`config.mk`:
```
export PLATFORM = sky130hd
export DESIGN_NAME = e2r_front
export DESIGN_NICKNAME = d
export VERILOG_FILES = /design/src/sv/euler_to_rotation_matrix_defines.svh /design/src/sv/e2r_pkg.sv /design/src/sv/e2r_front.sv
export SDC_FILE = /design/constraint.sdc
export NUM_CORES = 1
export LEC_CHECK = 0
export BUFFER_PORTS_ARGS = -buffer_cell sky130_fd_sc_hd__buf_2
export CORE_AREA = 2 2 79 66
export DETAILED_ROUTE_END_ITERATION = 10
export DIE_AREA = 0 0 81 68
export GPL_ROUTABILITY_DRIVEN = 0
export PLACE_DENSITY = 0.9
export SYNTH_ARGS = -nofsm -noshare
export SYNTH_HDL_FRONTEND = slang
export SYNTH_SLANG_ARGS = --single-unit
```
`constraint.sdc`:
```
create_clock -name clock -period 3.7 [get_ports clock]
set_input_delay 0 -clock clock [delete_from_list [all_inputs] [get_ports clock]]
set_output_delay 0 -clock clock [all_outputs]
set_load 0.03 [all_outputs]
```
`src/sv/euler_to_rotation_matrix_defines.svh`:
```
// Assertion macros used by the top-level file to check this block.
`ifndef EULER_TO_ROTATION_MATRIX_DEFINES_SVH
`define EULER_TO_ROTATION_MATRIX_DEFINES_SVH

// Same-cycle implication, masked while rst is high.
`define E2R_ASSERT_NOW(label, clk, rst, a, b) \
   label: assert property (@(posedge clk) disable iff (rst) (a) |-> (b)) \
      else $error("same-cycle check failed");

// Next-cycle implication, masked while rst is high.
`define E2R_ASSERT_NEXT(label, clk, rst, a, b) \
   label: assert property (@(posedge clk) disable iff (rst) (a) |=> (b)) \
      else $error("next-cycle check failed");

`endif

```
`src/sv/e2r_pkg.sv`:
```
package e2r_pkg;

   localparam int CORDIC_STEPS = 28;
   localparam int QUEUE_DEPTH  = 2;
   // CORDIC stage registers, sine/cosine stage, four arithmetic stages, output.
   localparam int PIPE_DEPTH   = CORDIC_STEPS + 7;

   localparam logic signed [31:0] CORDIC_GAIN = 32'sd652032874;

   // atan(2^-i) in units of 2^-32 turn.
   localparam logic signed [31:0] ATAN_TAB [CORDIC_STEPS] = '{
      32'sd536870912, 32'sd316933406, 32'sd167458907, 32'sd85004756,
      32'sd42667331, 32'sd21354465, 32'sd10679838, 32'sd5340245,
      32'sd2670163, 32'sd1335087, 32'sd667544, 32'sd333772,
      32'sd166886, 32'sd83443, 32'sd41722, 32'sd20861,
      32'sd10430, 32'sd5215, 32'sd2608, 32'sd1304,
      32'sd652, 32'sd326, 32'sd163, 32'sd81,
      32'sd41, 32'sd20, 32'sd10, 32'sd5
   };

   typedef enum logic [1:0] {
      QUAD_0 = 2'd0,
      QUAD_1 = 2'd1,
      QUAD_2 = 2'd2,
      QUAD_3 = 2'd3
   } quad_type;

   typedef struct packed {
      logic signed [15:0] roll_angle;
      logic signed [15:0] pitch_angle;
      logic signed [15:0] yaw_angle;
   } req_type;

   typedef struct packed {
      logic signed [15:0] r00;
      logic signed [15:0] r01;
      logic signed [15:0] r02;
      logic signed [15:0] r10;
      logic signed [15:0] r11;
      logic signed [15:0] r12;
      logic signed [15:0] r20;
      logic signed [15:0] r21;
      logic signed [15:0] r22;
   } rsp_type;

   // An angle split into its quadrant and the 30-bit turn fraction within it.
   typedef struct packed {
      quad_type    quad;
      logic [29:0] frac;
   } angle_type;

   typedef struct packed {
      angle_type roll;
      angle_type pitch;
      angle_type yaw;
   } item_type;

endpackage

```
`src/sv/e2r_front.sv`:
```
module e2r_front #(
   parameter int ANGLE_BITS = 16
) (
   input  logic               clock,
   input  logic               reset,
   input  logic               req_valid,
   output logic               req_ready,
   input  e2r_pkg::req_type   req_data,
   output logic               out_valid,
   input  logic               out_ready,
   output e2r_pkg::item_type  out_item
);

   logic              vld_ff;
   logic              vld_in;
   e2r_pkg::item_type item_ff;
   e2r_pkg::item_type item_in;

   // Sign extend, keep the low ANGLE_BITS bits and scale to a 32-bit turn.
   function automatic e2r_pkg::angle_type classify(input logic signed [15:0] a);
      logic signed [31:0] ext;
      logic [31:0]        turn;
      e2r_pkg::angle_type r;
      ext    = 32'(a);
      turn   = 32'(ext) << (32 - ANGLE_BITS);
      r.quad = e2r_pkg::quad_type'(turn[31:30]);
      r.frac = turn[29:0];
      return r;
   endfunction

   assign req_ready = !vld_ff || out_ready;
   assign out_valid = vld_ff;
   assign out_item  = item_ff;

   always_comb begin
      item_in.roll  = classify(req_data.roll_angle);
      item_in.pitch = classify(req_data.pitch_angle);
      item_in.yaw   = classify(req_data.yaw_angle);
      vld_in        = req_valid || (vld_ff && !out_ready);
   end

   always_ff @(posedge clock) begin
      if (reset) begin
         vld_ff <= 1'b0;
      end else begin
         vld_ff <= vld_in;
      end
      if (req_valid && req_ready) begin
         item_ff <= item_in;
      end
   end

endmodule

```
Word level (Yosys, flattened, before mapping)
Cells that the tools add are included.
Storage, ports and cells
  register bits after elaboration: 49
  input port bits: 52
  output and inout bits: 98
  logic and storage cells: 13
Operators by class
  reduce and logical (&&, ||, !) cells: 6
Operators with widths (count)
  1-bit logical AND: 2
  1-bit logical NOT: 2
  1-bit logical OR: 2

Longest topological paths before layout
  depth after elaboration: 3
  mapped depth: 2
  gate-level depth less buffers: 2

Worst setup path after synthesis
No wires, ideal clock.
  kind: register to register
  from: register vld_ff (netlist: out_valid)
  to: register item_ff, in the netlist out_item[16] (enable)
  library setup time: 0.367 ns
  arrival time: 1.063 ns
  required time: 3.333 ns
  slack: 2.271 ns
  cell stages (with the launch flop): 3
  buffers on the path: 0
  period minus slack after synthesis: 1.429 ns
  path through: dfxtp_1 nand2b_4 and2_4
Between the ends
  longest elaborated chain between the ends: 3
Ends and longest elaborated chain
  from (decl): RTL line e2r_front.sv:14  | logic vld_ff;
  from (signal assigned): RTL line e2r_front.sv:46  | vld_ff <= vld_in;
  1-bit logical NOT: RTL line e2r_front.sv:31  | assign req_ready = !vld_ff || out_ready;
  1-bit logical OR: RTL line e2r_front.sv:31
  named net req_ready: RTL line e2r_front.sv:7  | output logic req_ready,
  1-bit logical AND: RTL line e2r_front.sv:48  | if (req_valid && req_ready) begin
  to (signal assigned): RTL line e2r_front.sv:49  | item_ff <= item_in;
  to (decl): RTL line e2r_front.sv:16  | e2r_pkg::item_type item_ff;
The timed path passes the listed nets, and every way through them passes these cells.
A chain may end at the register's enable or synchronous reset.

Final worst setup path
  from: register vld_ff (netlist: out_valid)
  to: register item_ff, in the netlist out_item[28] (enable)
Between the ends
  longest elaborated chain between the ends: 3
Ends and longest elaborated chain (RTL line)
  1-bit logical NOT: e2r_front.sv:31
  1-bit logical OR: e2r_front.sv:31
  1-bit logical AND: e2r_front.sv:48
Every way passes these cells.

==> run metrics <==
slowest stage cell, crit path=and2_4; endpoints failing setup=0; period utilisation layout=0.360; #FFs+latches synth=49; CP startpoint kind=register; port bufs=~100; worst hold path type=primary input to register; Total Nets Final=approximately 310; worst endpoint data arrival time=between 1000 and 1500 ps; Starting Density=0.389; Hold Crit Depth=2; reg2reg setup slack=approximately 2400 ps; Layout Area Growth over Synthesis=53.0%; Top Ports=150; Site Rows=23; Hold Crit Start=req_valid; Final ANT Viol Nets=0; post_cts resized=0; Total Neg Setup Slack=0 ps; Place WS=2360 ps; die height=slightly below 70 um; max incr delay on CP=roughly 530 ps; Synth area leader=edfxtp_1; fillers=between 300 and 400; Vias=1254; WL final=4370 um; max cap viols=0; Setup WS post-layout=roughly 2400 ps; Pwr Density=~420 nW/um2; initial antenna violation count=0; FF-to-FF path depth=2; area of the multi-input gates=around 210 um2; Critical R2R Launch=out_valid$_SDFF_PP0_; unrepaired setup endpoints after global routing=false; first-pass GRT wire length=~5400 um; Root Driver=clkbuf_8; post-synthesis cell area=roughly 1900 um2; standard cell core area=between 4000 and 5000 um2; min Tclk post-route=between 1000 and 1500 ps; crit path cell chain=nand2b_4, and2_4; # diodes=0; CTS tree=built; GR Overflow Total=0; leakage power figure=approximately 1.3 nW; Mapped Avg Cell Area=18.2 um2; HPWL Detailed=between 2000 and 3000 um; FF/Latch Area=1460 um2; Reg clk slew, reported paths=100 ps; WHS Endpoint=out_item[60]$_DFFE_PP_; Max Transition Viols Final=0; total power after layout=around 0.0012 W; share of cells above drive strength 1=0.427; Clock Latency Late Sink=310 ps; via/cell ratio=3.89; CTS Buf Count=5; Final Hold Vio Count=0; average wire per standard cell=between 10 and 15 um; Synth Warn #=0; DRC=0; headroom to the max-slew limit=0.604; largest net degree at the start of global routing=49; Worst Path Max Fanout=48; Peak VDD IR=211 uV; clock sink total=49; WS Path Type=register to register; DRT iter0 DRCs=between 100 and 150; area fraction of the dominant cell type after synthesis=0.775; iteration count of the initial detailed-routing pass=4; vias in the first global route=1056; Critical Path Sink Type=register; f_max=approximately 750 MHz; Critical Path RT=between 3000 and 4000 ps; R2R Path End=out_item[28]$_DFFE_PP_; CTS H-tree depth=2; Seq/Total Area, Yosys=0.785; Worst Tran Pin Value=slightly below 600 ps; die footprint=5510 um2; Die Wd=just over 80 um; post-synthesis cell type count=8; top cells by area, synth=edfxtp_1, buf_4, dfxtp_1, nand2b_4, a21oi_2; run status=complete, no violations; Syn Inst Count=around 100; GRT Util Overall=0.145; CTS max path bufs=2; Setup Skew=around 15 ps
-- Yosys cell counts --
cell type   n
buf_4      48
edfxtp_1   48
and2_4      1
nand2b_4    1
inv_1       1
dfxtp_1     1
conb_1      1
a21oi_2     1
-- kinds of logic (layout without fill, tap and decap cells) --
logic type             Yosys count  count (layout)  synth area share
and+or+nand+nor                  2               2            0.0121
AOI/OAI and AO/OA                1               1           0.00471
DFF                             49              49             0.785
other                            1              48           0.00202
buffers and inverters           49             160             0.196
-- cell type report --
class                      count  area share
clock inverter                 3     0.00615
timing repair buffer         151       0.353
sequential                    49       0.513
multi-input combinational     51      0.0743
clock buffer                   5      0.0242
inverter                       1     0.00132
tap                           62      0.0273
-- registers in the layout (all words and copies together), names as in the netlist --
name	cells
out_valid	1
out_item	48
-- metrics by stage --
step / std cells / area [um2] / hold WS [ps] / utilization
6_report: 322 / 2850 / 343 / 0.596
5_1_grt: 322 / 2850 / 371 / 0.596
4_1_cts: 322 / 2850 / 357 / 0.596
3_5_place_dp: 264 / 2260 / 165 / 0.473
3_3_place_gp: 264 / 2260 / 160 / 0.473
2_1_floorplan: 149 / 2040 / 62.4 / -
-- how the worst max path moves through the flow --
stage / from / to / slack (ps)
after floorplan: out_valid$_SDFF_PP0_ / out_item[16]$_DFFE_PP_ / 2270
after global placement: out_valid$_SDFF_PP0_ / out_item[25]$_DFFE_PP_ / 2400
after detailed placement: out_valid$_SDFF_PP0_ / out_item[62]$_DFFE_PP_ / 2360
after CTS: out_valid$_SDFF_PP0_ / out_item[24]$_DFFE_PP_ / 2340
after global routing: out_valid$_SDFF_PP0_ / out_item[86]$_DFFE_PP_ / 2300
final: out_valid$_SDFF_PP0_ / out_item[28]$_DFFE_PP_ / 2370
-- routing by layer --
layer | vias to the layer above | wire length, um | GRT usage
met1 | 592 | 1490 | 0.141
met3 | 6 | 404 | 0.0369
met5 | - | 0 | 0
li1 | 571 | - | -
met2 | 85 | 2420 | 0.283
met4 | 0 | 62 | 0.0720
-- critical path, delay by kind of cell, from the launching register on --
| kind | cells | cell delay [ps] |
|---|---|---|
| simple gates | 2 | 610 |
| flops | 1 | 340 |
-- power breakdown --
group | total [W] | internal, W | switching, W
registers | 0.000657 | 0.000648 | 0.00000926
clock network | 0.000303 | 0.000131 | 0.000172
logic | 0.000246 | 0.0000759 | 0.000170
-- cell usage in the layout (no fill, tap or decap) --
master         netlist  final
conb_1               1     48
buf_2                0    101
clkinv_1             0      1
dlygate4sd3_1        0     50
inv_1                1      1
clkinv_4             0      1
dfxtp_1              1      1
nand2b_4             1      1
clkbuf_8             0      5
edfxtp_1            48     48
clkinv_2             0      1
a21oi_2              1      1
and2_4               1      1
-- what timing repair did --
action,4_1_cts,5_1_grt
hold endpoints to repair,49,0
hold buffers,50,0
buffers inserted,0,0
(Power assumes the default switching activity.)
